--- src/hdl/tarc_pkg.sv ---
// Shared types, constants and the octant lookup table for the table arctangent block.
package tarc_pkg;

    localparam int QUO_BITS  = 6;
    localparam int HEAD_BITS = 7;
    localparam int OCT_BITS  = 4;

    localparam logic [HEAD_BITS-1:0] HEADING_NONE    = 7'd64;
    localparam logic [HEAD_BITS-1:0] STEPS_FULL      = 7'd64;
    localparam logic [HEAD_BITS-1:0] STEPS_HALF      = 7'd32;
    localparam logic [HEAD_BITS-1:0] STEPS_QUARTER   = 7'd16;

    typedef logic [QUO_BITS-1:0]  quo_t;
    typedef logic [OCT_BITS-1:0]  oct_t;
    typedef logic [HEAD_BITS-1:0] head_t;

    typedef struct packed {
        logic x_neg;
        logic y_neg;
        logic swapped;
        logic y_zero;
        logic zero;
    } side_t;

    // Octant angle for a rounded ratio index; indexes from 30 upward map to the last entry.
    function automatic oct_t octant_lookup(input quo_t idx);
        oct_t val;
        case (idx) inside
            [6'd0:6'd1]:   val = 4'd0;
            [6'd2:6'd4]:   val = 4'd1;
            [6'd5:6'd8]:   val = 4'd2;
            [6'd9:6'd11]:  val = 4'd3;
            [6'd12:6'd15]: val = 4'd4;
            [6'd16:6'd19]: val = 4'd5;
            [6'd20:6'd23]: val = 4'd6;
            [6'd24:6'd29]: val = 4'd7;
            default:       val = 4'd8;
        endcase
        return val;
    endfunction

endpackage

--- src/hdl/tarc_vec_if.sv ---
// Channel interface that carries one input vector per transaction.
interface tarc_vec_if #(
    parameter int COORD_BITS = 16
);
    logic                         valid;
    logic                         ready;
    logic signed [COORD_BITS-1:0] delta_x;
    logic signed [COORD_BITS-1:0] delta_y;

    modport source (output valid, output delta_x, output delta_y, input ready);
    modport sink   (input valid, input delta_x, input delta_y, output ready);
endinterface

--- src/hdl/tarc_head_if.sv ---
// Channel interface that carries one heading per transaction.
interface tarc_head_if;
    logic                          valid;
    logic                          ready;
    logic [tarc_pkg::HEAD_BITS-1:0] heading;

    modport source (output valid, output heading, input ready);
    modport sink   (input valid, input heading, output ready);
endinterface

--- src/hdl/tarc_prep.sv ---
// Front stage: magnitudes, ordering of the two components and the rounded dividend.
module tarc_prep #(
    parameter int COORD_BITS = 16,
    parameter int REM_W      = COORD_BITS + 6
) (
    input  logic                    clk,
    input  logic                    rst_n,
    tarc_vec_if.sink                sample,
    output logic                    down_valid,
    input  logic                    down_ready,
    output logic [REM_W-1:0]        rem_out,
    output logic [COORD_BITS-1:0]   big_out,
    output tarc_pkg::side_t         side_out
);
    import tarc_pkg::*;

    logic [COORD_BITS-1:0] raw_x;
    logic [COORD_BITS-1:0] raw_y;
    logic [COORD_BITS-1:0] mag_x;
    logic [COORD_BITS-1:0] mag_y;
    logic [COORD_BITS-1:0] small_mag;
    logic [COORD_BITS-1:0] big_mag;
    logic                  take;
    logic                  valid_reg;
    logic [REM_W-1:0]      rem_reg;
    logic [REM_W-1:0]      rem_next;
    logic [COORD_BITS-1:0] big_reg;
    side_t                 side_reg;
    side_t                 side_next;

    assign raw_x = sample.delta_x;
    assign raw_y = sample.delta_y;

    always_comb
    begin
        mag_x = raw_x[COORD_BITS-1] ? (~raw_x + COORD_BITS'(1)) : raw_x;
        mag_y = raw_y[COORD_BITS-1] ? (~raw_y + COORD_BITS'(1)) : raw_y;
        side_next.x_neg   = raw_x[COORD_BITS-1];
        side_next.y_neg   = raw_y[COORD_BITS-1];
        side_next.swapped = mag_x > mag_y;
        side_next.y_zero  = mag_y == '0;
        side_next.zero    = (mag_x == '0) && (mag_y == '0);
        small_mag = side_next.swapped ? mag_y : mag_x;
        big_mag   = side_next.swapped ? mag_x : mag_y;
        rem_next  = (REM_W'(small_mag) << (QUO_BITS - 1)) + REM_W'(big_mag[COORD_BITS-1:1]);
    end

    assign sample.ready = !valid_reg || down_ready;
    assign take         = sample.valid && sample.ready;

    always_ff @(posedge clk or negedge rst_n)
    begin
        if (!rst_n)
        begin
            valid_reg <= 1'b0;
        end
        else if (sample.ready)
        begin
            valid_reg <= sample.valid;
        end
    end

    always_ff @(posedge clk)
    begin
        if (take)
        begin
            rem_reg  <= rem_next;
            big_reg  <= big_mag;
            side_reg <= side_next;
        end
    end

    assign down_valid = valid_reg;
    assign rem_out    = rem_reg;
    assign big_out    = big_reg;
    assign side_out   = side_reg;

endmodule

--- src/hdl/tarc_div_cell.sv ---
// One restoring division cell that settles a single quotient bit.
module tarc_div_cell #(
    parameter int COORD_BITS = 16,
    parameter int REM_W      = COORD_BITS + 6,
    parameter int SHIFT      = 0
) (
    input  logic                    clk,
    input  logic                    rst_n,
    input  logic                    up_valid,
    output logic                    up_ready,
    input  logic [REM_W-1:0]        rem_in,
    input  tarc_pkg::quo_t          quo_in,
    input  logic [COORD_BITS-1:0]   big_in,
    input  tarc_pkg::side_t         side_in,
    output logic                    down_valid,
    input  logic                    down_ready,
    output logic [REM_W-1:0]        rem_out,
    output tarc_pkg::quo_t          quo_out,
    output logic [COORD_BITS-1:0]   big_out,
    output tarc_pkg::side_t         side_out
);
    import tarc_pkg::*;

    localparam quo_t BIT_MASK = QUO_BITS'(1) << SHIFT;
    localparam quo_t LOW_MASK = QUO_BITS'((1 << SHIFT) - 1);

    logic [REM_W-1:0]      divisor;
    logic                  fits;
    logic                  take;
    logic                  valid_reg;
    logic [REM_W-1:0]      rem_reg;
    logic [REM_W-1:0]      rem_next;
    quo_t                  quo_reg;
    quo_t                  quo_next;
    logic [COORD_BITS-1:0] big_reg;
    side_t                 side_reg;

    always_comb
    begin
        divisor  = REM_W'(big_in) << SHIFT;
        fits     = rem_in >= divisor;
        rem_next = fits ? (rem_in - divisor) : rem_in;
        quo_next = fits ? (quo_in | BIT_MASK) : quo_in;
    end

    assign up_ready = !valid_reg || down_ready;
    assign take     = up_valid && up_ready;

    always_ff @(posedge clk or negedge rst_n)
    begin
        if (!rst_n)
        begin
            valid_reg <= 1'b0;
        end
        else if (up_ready)
        begin
            valid_reg <= up_valid;
        end
    end

    always_ff @(posedge clk)
    begin
        if (take)
        begin
            rem_reg  <= rem_next;
            quo_reg  <= quo_next;
            big_reg  <= big_in;
            side_reg <= side_in;
        end
    end

    assign down_valid = valid_reg;
    assign rem_out    = rem_reg;
    assign quo_out    = quo_reg;
    assign big_out    = big_reg;
    assign side_out   = side_reg;

`ifndef SYNTHESIS
    a_rem_below_divisor: assert property (@(posedge clk) disable iff (!rst_n)
        valid_reg && (big_reg != '0) |-> rem_reg < (REM_W'(big_reg) << SHIFT))
        else $error("remainder left a cell at or above its divisor");

    a_low_bits_clear: assert property (@(posedge clk) disable iff (!rst_n)
        valid_reg && (big_reg != '0) |-> (quo_reg & LOW_MASK) == '0)
        else $error("quotient bit below this cell set too early");

    a_hold_on_stall: assert property (@(posedge clk) disable iff (!rst_n)
        valid_reg && !down_ready |=> valid_reg && $stable(quo_reg) && $stable(rem_reg))
        else $error("cell dropped or changed a stalled transaction");
`endif

endmodule

--- src/hdl/tarc_fold.sv ---
// Back stage: octant table lookup, folding by component order and signs, and the output register.
module tarc_fold (
    input  logic            clk,
    input  logic            rst_n,
    input  logic            up_valid,
    output logic            up_ready,
    input  tarc_pkg::quo_t  quo_in,
    input  tarc_pkg::side_t side_in,
    tarc_head_if.source     result
);
    import tarc_pkg::*;

    oct_t  oct;
    head_t ang_base;
    head_t ang_x;
    head_t ang_y;
    head_t heading_next;
    head_t heading_reg;
    logic  valid_reg;
    logic  take;

    always_comb
    begin
        oct          = octant_lookup(quo_in);
        ang_base     = side_in.swapped ? (STEPS_QUARTER - HEAD_BITS'(oct)) : HEAD_BITS'(oct);
        ang_x        = side_in.x_neg ? (STEPS_FULL - ang_base) : ang_base;
        ang_y        = (!side_in.y_neg && !side_in.y_zero) ? (STEPS_HALF - ang_x) : ang_x;
        heading_next = side_in.zero ? HEADING_NONE : {1'b0, ang_y[HEAD_BITS-2:0]};
    end

    assign up_ready = !valid_reg || result.ready;
    assign take     = up_valid && up_ready;

    always_ff @(posedge clk or negedge rst_n)
    begin
        if (!rst_n)
        begin
            valid_reg <= 1'b0;
        end
        else if (up_ready)
        begin
            valid_reg <= up_valid;
        end
    end

    always_ff @(posedge clk)
    begin
        if (take)
        begin
            heading_reg <= heading_next;
        end
    end

    assign result.valid   = valid_reg;
    assign result.heading = heading_reg;

endmodule

--- src/hdl/table_arctan_angle.sv ---
// Top level of the table arctangent block: front stage, division cell chain and fold stage.
// One front stage, six division cells (one quotient bit each) and one fold stage.
// Throughput is one transaction per cycle unless result.ready holds the flow; each stage
// takes a new item while its own is taken.
// Reset clears only the valid bits of the stages; the data registers are not reset.
module table_arctan_angle #(
    parameter int COORD_BITS = 16
) (
    input  logic       clk,
    input  logic       rst_n,
    tarc_vec_if.sink   sample,
    tarc_head_if.source result
);
    import tarc_pkg::*;

    localparam int REM_W = COORD_BITS + QUO_BITS;

    logic                  valid_w [0:QUO_BITS];
    logic                  ready_w [0:QUO_BITS];
    logic [REM_W-1:0]      rem_w   [0:QUO_BITS];
    quo_t                  quo_w   [0:QUO_BITS];
    logic [COORD_BITS-1:0] big_w   [0:QUO_BITS];
    side_t                 side_w  [0:QUO_BITS];

    assign quo_w[0] = '0;

    tarc_prep #(
        .COORD_BITS (COORD_BITS),
        .REM_W      (REM_W)
    ) u_prep (
        .clk        (clk),
        .rst_n      (rst_n),
        .sample     (sample),
        .down_valid (valid_w[0]),
        .down_ready (ready_w[0]),
        .rem_out    (rem_w[0]),
        .big_out    (big_w[0]),
        .side_out   (side_w[0])
    );

    for (genvar k = 0; k < QUO_BITS; k++)
    begin : g_cell
        tarc_div_cell #(
            .COORD_BITS (COORD_BITS),
            .REM_W      (REM_W),
            .SHIFT      (QUO_BITS - 1 - k)
        ) u_cell (
            .clk        (clk),
            .rst_n      (rst_n),
            .up_valid   (valid_w[k]),
            .up_ready   (ready_w[k]),
            .rem_in     (rem_w[k]),
            .quo_in     (quo_w[k]),
            .big_in     (big_w[k]),
            .side_in    (side_w[k]),
            .down_valid (valid_w[k+1]),
            .down_ready (ready_w[k+1]),
            .rem_out    (rem_w[k+1]),
            .quo_out    (quo_w[k+1]),
            .big_out    (big_w[k+1]),
            .side_out   (side_w[k+1])
        );
    end

    tarc_fold u_fold (
        .clk      (clk),
        .rst_n    (rst_n),
        .up_valid (valid_w[QUO_BITS]),
        .up_ready (ready_w[QUO_BITS]),
        .quo_in   (quo_w[QUO_BITS]),
        .side_in  (side_w[QUO_BITS]),
        .result   (result)
    );

`ifndef SYNTHESIS
    a_final_rem: assert property (@(posedge clk) disable iff (!rst_n)
        valid_w[QUO_BITS] && (big_w[QUO_BITS] != '0)
        |-> rem_w[QUO_BITS] < REM_W'(big_w[QUO_BITS]))
        else $error("division chain left a remainder not below the divisor");

    a_zero_matches_big: assert property (@(posedge clk) disable iff (!rst_n)
        valid_w[0] |-> (side_w[0].zero == (big_w[0] == '0)))
        else $error("zero vector flag disagrees with the larger magnitude");

    a_heading_range: assert property (@(posedge clk) disable iff (!rst_n)
        result.valid |-> result.heading <= HEADING_NONE)
        else $error("heading out of range");
`endif

endmodule
--- src/flat_wrapper.sv ---
// flat-port wrapper written by rule: the top's interface ports become plain ports
module table_arctan_angle_flat import tarc_pkg::*;
#(
    parameter int COORD_BITS = 16
)
  (clk, rst_n, sample_valid, sample_delta_x, sample_delta_y, sample_ready, result_valid, result_heading, result_ready);
  tarc_vec_if #(.COORD_BITS(COORD_BITS)) sample_i ();
  tarc_head_if result_i ();
  input  logic clk;
  input  logic rst_n;
  input wire logic [$bits(sample_i.valid)-1:0] sample_valid;
  input wire logic [$bits(sample_i.delta_x)-1:0] sample_delta_x;
  input wire logic [$bits(sample_i.delta_y)-1:0] sample_delta_y;
  output wire logic [$bits(sample_i.ready)-1:0] sample_ready;
  output wire logic [$bits(result_i.valid)-1:0] result_valid;
  output wire logic [$bits(result_i.heading)-1:0] result_heading;
  input wire logic [$bits(result_i.ready)-1:0] result_ready;
  assign sample_i.valid = sample_valid;
  assign sample_i.delta_x = sample_delta_x;
  assign sample_i.delta_y = sample_delta_y;
  assign sample_ready = sample_i.ready;
  assign result_valid = result_i.valid;
  assign result_heading = result_i.heading;
  assign result_i.ready = result_ready;
  table_arctan_angle #(.COORD_BITS(COORD_BITS)) u_core (.clk(clk), .rst_n(rst_n), .sample(sample_i), .result(result_i));
endmodule
--- config.mk ---
export PLATFORM = sky130hd
export DESIGN_NAME = table_arctan_angle_flat
export DESIGN_NICKNAME = d
export VERILOG_FILES = /design/src/hdl/tarc_pkg.sv /design/src/hdl/tarc_vec_if.sv /design/src/hdl/tarc_head_if.sv /design/src/hdl/tarc_prep.sv /design/src/hdl/tarc_div_cell.sv /design/src/hdl/tarc_fold.sv /design/src/hdl/table_arctan_angle.sv /design/src/flat_wrapper.sv
export SDC_FILE = /design/constraint.sdc
export NUM_CORES = 1
export LEC_CHECK = 0
export ABC_AREA = 1
export BUFFER_PORTS_ARGS = -buffer_cell sky130_fd_sc_hd__buf_4
export CELL_PAD_IN_SITES_DETAIL_PLACEMENT = 1
export CELL_PAD_IN_SITES_GLOBAL_PLACEMENT = 2
export CORE_ASPECT_RATIO = 2
export CORE_MARGIN = 1.5
export CORE_UTILIZATION = 44
export DETAILED_ROUTE_END_ITERATION = 16
export GPL_TIMING_DRIVEN = 0
export HOLD_SLACK_MARGIN = 0.15
export PLACE_DENSITY_LB_ADDON = 0.05
export SYNTH_ARGS = -nofsm -noshare
export SYNTH_HDL_FRONTEND = slang
export SYNTH_SLANG_ARGS = --single-unit
--- constraint.sdc ---
create_clock -name clk -period 6 [get_ports clk]
set_input_delay 1.8 -clock clk [delete_from_list [all_inputs] [get_ports clk]]
set_output_delay 1.8 -clock clk [all_outputs]
set_load 0.03 [all_outputs]
==> results of run 1 <==
[stage by stage]
step | total power, mW | util | instances | hold slack [ps]
3_5_place_dp | 8.76 | 0.477 | 2390 | 406
3_3_place_gp | 8.52 | 0.473 | 2385 | 401
5_1_grt | 11.2 | 0.514 | 2456 | 419
6_report | 10.5 | 0.514 | 2456 | 417
2_1_floorplan | 7.21 | - | 1826 | 400
4_1_cts | 10.5 | 0.506 | 2445 | 416
[timing repair]
item                       CTS  global route
hold endpoints to repair     0             0
gates cloned                 0             0
resized for setup           75            38
setup endpoints to repair   15            10
pin swaps                    8            19
setup buffers                8            12
[Yosys cell counts, types with 3 or more instances]
cell type / instances / area share
nand2_1: 407 / 0.089
edfxtp_1: 271 / 0.48
inv_1: 265 / 0.058
ha_1: 128 / 0.094
nor2_1: 118 / 0.026
o21ai_0: 116 / 0.034
a21oi_1: 97 / 0.028
nand3_1: 77 / 0.023
xor2_1: 64 / 0.033
xnor2_1: 43 / 0.022
o21ai_2: 26 / 0.013
nand4_1: 20 / 0.0073
nor3_1: 17 / 0.0050
o21ai_1: 15 / 0.0044
a21o_1: 11 / 0.0048
a31oi_1: 10 / 0.0037
nor4_1: 10 / 0.0037
buf_2: 9 / 0.0026
a21oi_2: 8 / 0.0041
dfrtp_1: 8 / 0.012
inv_2: 8 / 0.0018
nand3b_1: 8 / 0.0035
nor2_2: 8 / 0.0029
buf_6: 7 / 0.0046
o21a_1: 7 / 0.0031
fa_1: 6 / 0.0070
or2_2: 5 / 0.0018
clkbuf_1: 4 / 0.00088
nand3_2: 4 / 0.0023
o2111ai_1: 4 / 0.0021
buf_4: 3 / 0.0013
nand2_2: 3 / 0.0011
o21bai_1: 3 / 0.0013
[kinds of logic (layout without fill, tap and decap cells)]
family	Yosys count	in the layout	share of synthesized area
and+or+nand+nor	687	687	0.173
AOI/OAI and AO/OA	320	320	0.112
buffers and inverters	298	413	0.0709
DFF	279	279	0.488
adders and majority gates	134	134	0.101
xor gates and xnor gates	107	107	0.0549
other	1	1	0.000220
[cell usage in the layout (no fill, tap or decap), types with 10 or more instances in the layout]
cell type	instances
a21o_1	11
a21oi_1	95
a21oi_2	10
a31oi_1	10
buf_4	66
buf_6	10
clkbuf_16	27
edfxtp_1	271
ha_1	121
inv_1	259
inv_2	11
nand2_1	399
nand3_1	73
nand4_1	20
nor2_1	110
nor2_2	11
nor3_1	16
o21ai_0	97
o21ai_1	17
o21ai_2	36
xnor2_1	41
xor2_1	61
[layer usage]
| metal | global-route usage | vias up | routed length, um |
|---|---|---|---|
| li1 | - | 6351 | - |
| met1 | 0.158 | 6182 | 12500 |
| met2 | 0.561 | 206 | 30700 |
| met3 | 0.0211 | 148 | 845 |
| met4 | 0.210 | 0 | 4700 |
| met5 | 0 | - | 0 |
[final cells by class]
type                            count  area (um2)
Timing Repair Buffer               69         601
Fill cell                        4443       18600
Multi-Input combinational cell   1249        7960
Clock buffer                       40         774
Clock inverter                      8        41.3
Buffer                             22         208
Tap cell                          515         644
Sequential cell                   279        8340
Inverter                          274        1040
[power by group through the flow]
stage	Combinational (mW)	Clock, mW	Sequential [mW]
2_1_floorplan	3.72	0	3.49
3_3_place_gp	4.90	0	3.61
3_5_place_dp	5.13	0	3.62
4_1_cts	5.28	1.63	3.58
5_1_grt	5.88	1.68	3.65
6_report	5.29	1.60	3.58
[path summary, 6_finish.rpt]
| path | end | slack, ps | depth (start not counted) |
|---|---|---|---|
| min in group asynchronous | u_core.g_cell[3].u_cell.down_valid$_DFFE_PN0P_ | 1060 | 1 |
| max reg2reg | u_core.u_fold.result.heading[4]$_SDFFCE_PP0P_ | 2460 | 18 |
| max | u_core.u_prep.rem_out[17]$_DFFE_PP_ | 120 | 24 |
| min | u_core.g_cell[2].u_cell.quo_out[5]$_DFFE_PP_ | 420 | 0 |
| min reg2reg | u_core.g_cell[2].u_cell.quo_out[5]$_DFFE_PP_ | 420 | 0 |
| max in group asynchronous | u_core.u_fold.result.valid$_DFFE_PN0P_ | 4810 | 1 |
[worst max-delay path, cell delays in order]
cell	delay, ps
buf_4	100
clkinvlp_4	140
nand4_1	220
o21ai_0	130
xnor2_1	630
ha_1	380
a21oi_1	160
o21ai_0	80
o21bai_2	230
nand2_1	100
nand2_2	60
nand2_4	110
buf_6	170
clkbuf_8	200
nand2_1	110
o21ai_4	160
ha_4	280
a21oi_2	160
nor2_1	100
o31ai_2	270
o2111ai_2	200
nand3_1	140
nor2_2	60
xor2_1	150
==> impl_metrics.tcl, run 1 <==
set metrics [dict create \
    ys_ff_latch 279 \
    grt_pass1_wl_um 74400 \
    hold_viol_final 0 \
    tns_ps 0 \
    post-route-drc-count 0 \
    finalWorstSetupSlack_ps 120 \
    hpwlAfterDp_um 41300 \
    grt_usage 0.248 \
    rsz0062_at_grt "yes" \
    maxSlewViolCount 0 \
    syn_inst 1826 \
    htreeDepth 1 \
    routed-via-count 12900 \
    gp_congestion 0.931 \
    vias_per_cell 5.25 \
    synth_ff_type "edfxtp_1" \
    rows 101 \
    die-area_um2 40100 \
    cts.path.max_buffers 3 \
    fin_crit_ps 5880 \
    drt-pass1-iter-count 4 \
    hold_path.startpoint "u_core.g_cell[1].u_cell.quo_out[5]$_DFFE_PP_" \
    grt_pass1_vias 14500 \
    root_buffer "clkbuf_16" \
    portBuffers 44 \
    cts.sinks 279 \
    syn_area_um2 17100 \
    final_area_um2 19600 \
    min_period_over_period 0.980 \
    die_w_um 142 \
    pre_cts_ws_ps -1830 \
    worst_setup_path_end_kind "flip-flop" \
    wl_um 48700 \
    cp-start-kind "primary input" \
    slew_headroom 0.394 \
    antenna_found_initial 0 \
    p_per_area_nw_per_um2 534 \
    drive_gt1_frac 0.139 \
    max_freq_mhz 170 \
    drtIter0Drc 336 \
    ys_types 63 \
    grt_start_max_net_pins 46 \
    synth.avg_cell_area_um2 9.35 \
    cp.arrival_ps 6170 \
    dpl_cell_area_um2 18200 \
    nets 2091 \
    critPathKind "primary input to flip-flop" \
    synth_warnings 0 \
    synth_edf_count 271 \
    syn_nets 1996 \
    largest_register_ffs 110 \
    combPwrFrac 0.505 \
    ios 45 \
    leakagePower_nw 8.48 \
    ir_worst_vdd_uv 226 \
    start_util 0.447 \
    swShare 0.419 \
    cp_max_fo 10 \
    drv_cap 0 \
    grt-ovfl-total 0 \
    cts_buffers 26 \
    drtAntennaViolNets 0 \
    worstSkewPairLatency_ps 550 \
    core_um2 38200 \
    die_h_um 282 \
    crit-reg2reg-launch "u_core.g_cell[5].u_cell.quo_out[5]$_DFFE_PP_" \
    clock_skew_ps 10.4 \
    crit_start "sample_delta_x[0]" \
    internal_power_mw 6.08 \
    tightest_slew_ps 903 \
    pwr-share-seq 0.342 \
    ys_async_sr_fraction 0.0287 \
    cts.clk_slew.worst_paths_ps 70 \
    num_antenna_cells 0 \
    required_ps 6290 \
    cts_tree "done" \
    p_clk_frac 0.152 \
    outcome "completed" \
    wire_per_inst_um 19.8 \
    setup_viol 0 \
    p_sw_mw 4.38 \
    yosysSeqAreaShare 0.488 \
    holdBufCountCts 0 \
    synthToLayoutAreaGrowth_pct 14.8 \
    hold_path_class "flip-flop to flip-flop" \
]
Note: power is estimated with default switching activity, not from simulation.
==> inputs of run 2 (changes only) <==
Settings changed: CORE_UTILIZATION 44 to 43, SYNTH_HIERARCHICAL from default to 1.
==> run 2 against run 1 <==
Compared with the run above:
- combinational power rose by 30%
- routed wire length up 41%
- highest routed layer unchanged
- maximum frequency down 2.6%
- first-iteration DRC count is 51% higher
- core utilization fell by 1.1 points
- the flow now finishes with violations (negative setup slack)
- clock skew rose by 1.6 ps
- critical path depth up 6
- global-route usage rose by 3.5 points
==> impl_metrics.tcl, run 2 <==
set metrics [dict create \
    outcome "finished with violations" \
    violations "negative setup slack" \
    core_um2 47500 \
    rr_worst_depth 18 \
    start_util 0.436 \
    drtAntennaViolNets 0 \
    gp_congestion 0.903 \
    pre_cts_ws_ps -2000 \
    layout_commonest_cell "nand2_1" \
    grt_usage 0.283 \
    hold_viol_final 0 \
    die_h_um 313 \
    holdBufCountCts 0 \
    routed-via-count 17100 \
    portBuffers 44 \
    final_cells 3349 \
    tightest_slew_ps 1100 \
    hpwlAfterDp_um 58000 \
    pwr-share-seq 0.307 \
    cp-start-kind "primary input" \
    ios 45 \
    p_sw_mw 5.87 \
    largest_register_ffs 110 \
    tns_ps -60.3 \
    synthToLayoutAreaGrowth_pct 15.3 \
    ir_worst_vdd_uv 244 \
    grt_pass1_vias 19300 \
    drive_gt1_frac 0.157 \
    final_area_um2 23900 \
    syn_inst 2571 \
    p_per_area_nw_per_um2 528 \
    cp_max_fo 6 \
    grt_start_max_net_pins 30 \
    slew_headroom 0.265 \
    rsz0062_at_grt "yes" \
    drv_cap 0 \
    antenna_found_initial 0 \
    cts_tree "done" \
    drtIter0Drc 509 \
    worstSkewPairLatency_ps 590 \
    hold_path.startpoint "u_core/u_prep/side_out[2]$_DFFE_PP_" \
    wl_um 68400 \
    cts_buffers 29 \
    root_buffer "clkbuf_16" \
    vias_per_cell 5.10 \
    cp_common_cell "nand2_2" \
    die_w_um 158 \
    finalWorstSetupSlack_ps -38.9 \
    wire_per_inst_um 20.4 \
    ff2ff_setup_slack_ps 2700 \
    maxSlewViolCount 0 \
    cpMaxStageDelayCell "o21ai_0" \
    synth_warnings 6 \
    whs_path_depth 0 \
    drt-pass1-iter-count 4 \
    rows 113 \
    min_period_over_period 1.01 \
    leakagePower_nw 11.5 \
    post-route-drc-count 0 \
    dp.cells 3258 \
    required_ps 6330 \
    r2r-end "u_core/u_fold/result.heading[4]$_SDFFCE_PP0P_" \
    num_antenna_cells 0 \
    swShare 0.466 \
    combPwrFrac 0.545 \
    crit-reg2reg-launch "u_core/g_cell[5].u_cell/quo_out[1]$_DFFE_PP_" \
    critPathKind "primary input to flip-flop" \
    setup_viol 3 \
    htreeDepth 1 \
    dpl_cell_area_um2 22100 \
    clock_skew_ps 12.0 \
    fin_crit_ps 6040 \
    die-area_um2 49600 \
    crit_path_max_incr_delay_ps 550 \
    cts.clk_slew.worst_paths_ps 60 \
    max_freq_mhz 166 \
    grt-ovfl-total 0 \
    nets 2861 \
    whs_endpoint "u_core/g_cell[0].u_cell/side_out[2]$_DFFE_PP_" \
    p_clk_frac 0.149 \
    finish.utilization 0.503 \
    synth.avg_cell_area_um2 8.06 \
    whs_ps 419 \
    final_cell_mix "852 x nand2_1, 441 x inv_1, 301 x edfxtp_1" \
    cts.path.max_buffers 3 \
    hold_path_class "flip-flop to flip-flop" \
    cp.arrival_ps 6360 \
    worst_setup_path_end_kind "flip-flop" \
    internal_power_mw 6.72 \
    power_mw 12.6 \
    syn_area_um2 20700 \
    grt_pass1_wl_um 103000 \
    cts.sinks 309 \
]
## run 2: final cells by class
type,instances,area [um2]
Timing Repair Buffer,88,762
Fill cell,5770,23600
Clock inverter,19,193
Inverter,487,1860
Buffer,28,324
Sequential cell,309,9240
Tap cell,632,791
Clock buffer,35,758
Multi-Input combinational cell,1751,9950
## run 2: critical path: cells and delay by family
| family | cells | cell delay (ps) |
|---|---|---|
| buf+inv | 8 | 920 |
| compound gates | 5 | 1460 |
| xor+xnor | 2 | 340 |
| simple gates | 13 | 1120 |
| fa+ha+maj | 2 | 700 |
## run 2: how the worst max path moves through the flow
| stage | start | end | slack [ps] | cells after the start |
|---|---|---|---|---|
| 5_1_grt | sample_delta_y[0] | u_core/u_prep/rem_out[19]$_DFFE_PP_ | -200 | 36 |
| 4_1_cts | sample_delta_y[1] | u_core/u_prep/rem_out[15]$_DFFE_PP_ | -120 | 38 |
| 3_5_place_dp | sample_delta_y[2] | u_core/u_prep/rem_out[19]$_DFFE_PP_ | -2000 | 34 |
| 6_report | sample_delta_y[2] | u_core/u_prep/rem_out[15]$_DFFE_PP_ | -40 | 30 |
| 3_3_place_gp | sample_delta_y[15] | u_core/u_prep/rem_out[19]$_DFFE_PP_ | -1880 | 33 |
| 2_1_floorplan | sample_delta_y[0] | u_core/u_prep/rem_out[19]$_DFFE_PP_ | -20 | 36 |
## run 2: power by group through the flow
| stage | Combinational, mW | Clock [mW] | Sequential, mW |
|---|---|---|---|
| 6_report | 6.86 | 1.87 | 3.87 |
| 5_1_grt | 7.67 | 1.98 | 3.94 |
| 4_1_cts | 6.83 | 1.92 | 3.87 |
| 3_5_place_dp | 6.67 | 0 | 3.92 |
| 3_3_place_gp | 6.40 | 0 | 3.91 |
| 2_1_floorplan | 4.60 | 0 | 3.78 |
## run 2: routing by layer
metal | vias to the layer above | global-route usage | routed length [um]
met3 | 259 | 0.0283 | 1510
li1 | 8358 | - | -
met5 | - | 0 | 0
met1 | 8119 | 0.176 | 16800
met4 | 0 | 0.286 | 8470
met2 | 332 | 0.611 | 41700
## run 2: repair_timing
item	in CTS	in global routing
gates resized for setup	80	48
gates cloned	0	1
buffers inserted	26	12
pin swaps	29	40
endpoints found under the hold margin	0	0
endpoints found under the setup margin	15	10
==> inputs of run 3 (changes only) <==
Settings changed: MAX_ROUTING_LAYER from default to met4.
==> run 3 against run 2 <==
Compared with the run above:
- the run now ends clean
- setup slack better by 120 ps
- total power up 1.1%
- cell count up 0.51%
- final area up 1.6%
- sequential share of layout area down 0.62 points
- via count up 1.4%
- sequential power about the same
- core utilization up 0.82 points
- die area unchanged
- worst hold slack worse by 3.0 ps
- clock skew up 11 ps
- register-to-register slack worse by 20 ps
- largest cell class unchanged
- largest power group unchanged
==> impl_metrics.tcl, run 3 (same netlist as run 2, synthesis figures left out) <==
set metrics [dict create \
    hold_path.startpoint "u_core/g_cell[2].u_cell/side_out[4]$_DFFE_PP_" \
    dpl_cell_area_um2 22100 \
    slew_headroom 0.279 \
    p_sw_mw 5.92 \
    internal_power_mw 6.82 \
    grt_start_max_net_pins 30 \
    top_layer_used "met4" \
    cts.clk_slew.worst_paths_ps 70 \
    holdBufCountCts 0 \
    cts.sinks 309 \
    tightest_slew_ps 1080 \
    ir_worst_vdd_uv 245 \
    cts.path.max_buffers 3 \
    rr_worst_depth 18 \
    whs_ps 416 \
    gp_congestion 0.936 \
    num_antenna_cells 0 \
    cts_buffers 29 \
    die-area_um2 49600 \
    whs_endpoint "u_core/g_cell[3].u_cell/side_out[4]$_DFFE_PP_" \
    worst_setup_path_end_kind "flip-flop" \
    setup_viol 0 \
    wl_um 69900 \
    routed-via-count 17300 \
    max_freq_mhz 169 \
    die_h_um 313 \
    r2r-end "u_core/u_fold/result.heading[4]$_SDFFCE_PP0P_" \
    final_area_um2 24300 \
    combPwrFrac 0.545 \
    drtIter0Drc 537 \
    drtAntennaViolNets 0 \
    whs_path_depth 0 \
    drt-pass1-iter-count 4 \
    cp_max_fo 10 \
    vias_per_cell 5.14 \
    post-route-drc-count 0 \
    p_per_area_nw_per_um2 525 \
    hpwlAfterDp_um 58100 \
    critPathKind "primary input to flip-flop" \
    grt-ovfl-total 0 \
    rsz0062_at_grt "yes" \
    required_ps 6340 \
    ff2ff_setup_slack_ps 2680 \
    crit_cells 33 \
    p_clk_frac 0.152 \
    portBuffers 44 \
    grt_pass1_vias 19200 \
    crit_family "simple AND/OR/NAND/NOR gates" \
    drv_cap 0 \
    hold_viol_final 0 \
    leakagePower_nw 11.7 \
    crit_path_max_incr_delay_ps 340 \
    cts_tree "done" \
    pwr-share-seq 0.303 \
    pre_cts_ws_ps -2140 \
    start_util 0.436 \
    root_buffer "clkbuf_16" \
    cp-start-kind "primary input" \
    nets 2878 \
    fin_crit_ps 5920 \
    synthToLayoutAreaGrowth_pct 17.1 \
    grt_pass1_wl_um 104000 \
    swShare 0.465 \
    drive_gt1_frac 0.169 \
    drt-met1-wl_um 17200 \
    hold_path_class "flip-flop to flip-flop" \
    largest_register_ffs 110 \
    path_buf_inv 7 \
    maxSlewViolCount 0 \
    cp_common_cell "nand2_1" \
    finalWorstSetupSlack_ps 80.5 \
    min_period_over_period 0.987 \
    ios 45 \
    htreeDepth 1 \
    outcome "completed" \
    wl_met2_um 42700 \
    antenna_found_initial 0 \
    layout_commonest_cell "nand2_1" \
    cp.arrival_ps 6260 \
    clock_skew_ps 23.3 \
    rows 113 \
    met3_length_um 1530 \
    die_w_um 158 \
    grt_usage 0.295 \
    core_um2 47500 \
    crit-reg2reg-launch "u_core/g_cell[5].u_cell/quo_out[1]$_DFFE_PP_" \
    wire_per_inst_um 20.8 \
    worstSkewPairLatency_ps 590 \
    final_cell_mix "846 x nand2_1, 434 x inv_1, 301 x edfxtp_1" \
    cpMaxStageDelayCell "fa_2" \
]
==> run 3: through the flow <==
stage / std cells / setup TNS (ps) / total power, mW / utilization
after floorplan: 2576 / -22.2 / 8.38 / -
after CTS: 3336 / -629 / 12.7 / 0.498
after detailed placement: 3258 / -24270 / 10.6 / 0.465
final: 3366 / 0 / 12.7 / 0.511
after global placement: 3252 / -81920 / 10.3 / 0.461
after global routing: 3366 / -422 / 13.7 / 0.511
==> run 3: timing repair <==
| item | in CTS | in global routing |
|---|---|---|
| setup endpoints to repair | 15 | 10 |
| cloned | 0 | 1 |
| gates resized for setup | 93 | 89 |
| pin swaps | 36 | 53 |
| setup buffers | 25 | 30 |
==> run 3: area by class of cell <==
class	count	area, um2
Buffer	28	318
Tap cell	632	791
Inverter	487	1880
Timing Repair Buffer	105	912
Multi-Input combinational cell	1751	10100
Clock buffer	33	741
Clock inverter	21	244
Fill cell	5766	23200
Sequential cell	309	9240
==> run 3: layer usage <==
metal  GRT usage  vias up
li1            -     8394
met1       0.183     8246
met2       0.617      353
met3      0.0287      309
met4       0.284        0
met5           -        -
==> run 3: power groups by stage <==
stage               logic, mW  clock network [mW]  registers, mW
floorplan                4.60                   0           3.78
global placement         6.41                   0           3.91
detailed placement       6.70                   0           3.91
CTS                      6.86                1.99           3.86
global route             7.75                2.05           3.93
finish                   6.95                1.94           3.85
==> run 3: worst max path at each step <==
| stage | startpoint | end | slack [ps] |
|---|---|---|---|
| 6_report | sample_delta_y[15] | u_core/u_prep/rem_out[19]$_DFFE_PP_ | 80 |
| 5_1_grt | sample_delta_x[0] | u_core/u_prep/rem_out[19]$_DFFE_PP_ | -120 |
| 4_1_cts | sample_delta_y[1] | u_core/u_prep/rem_out[19]$_DFFE_PP_ | -170 |
| 3_5_place_dp | sample_delta_y[2] | u_core/u_prep/rem_out[19]$_DFFE_PP_ | -2140 |
| 3_3_place_gp | sample_delta_y[15] | u_core/u_prep/rem_out[19]$_DFFE_PP_ | -1920 |
| 2_1_floorplan | sample_delta_y[0] | u_core/u_prep/rem_out[19]$_DFFE_PP_ | -20 |
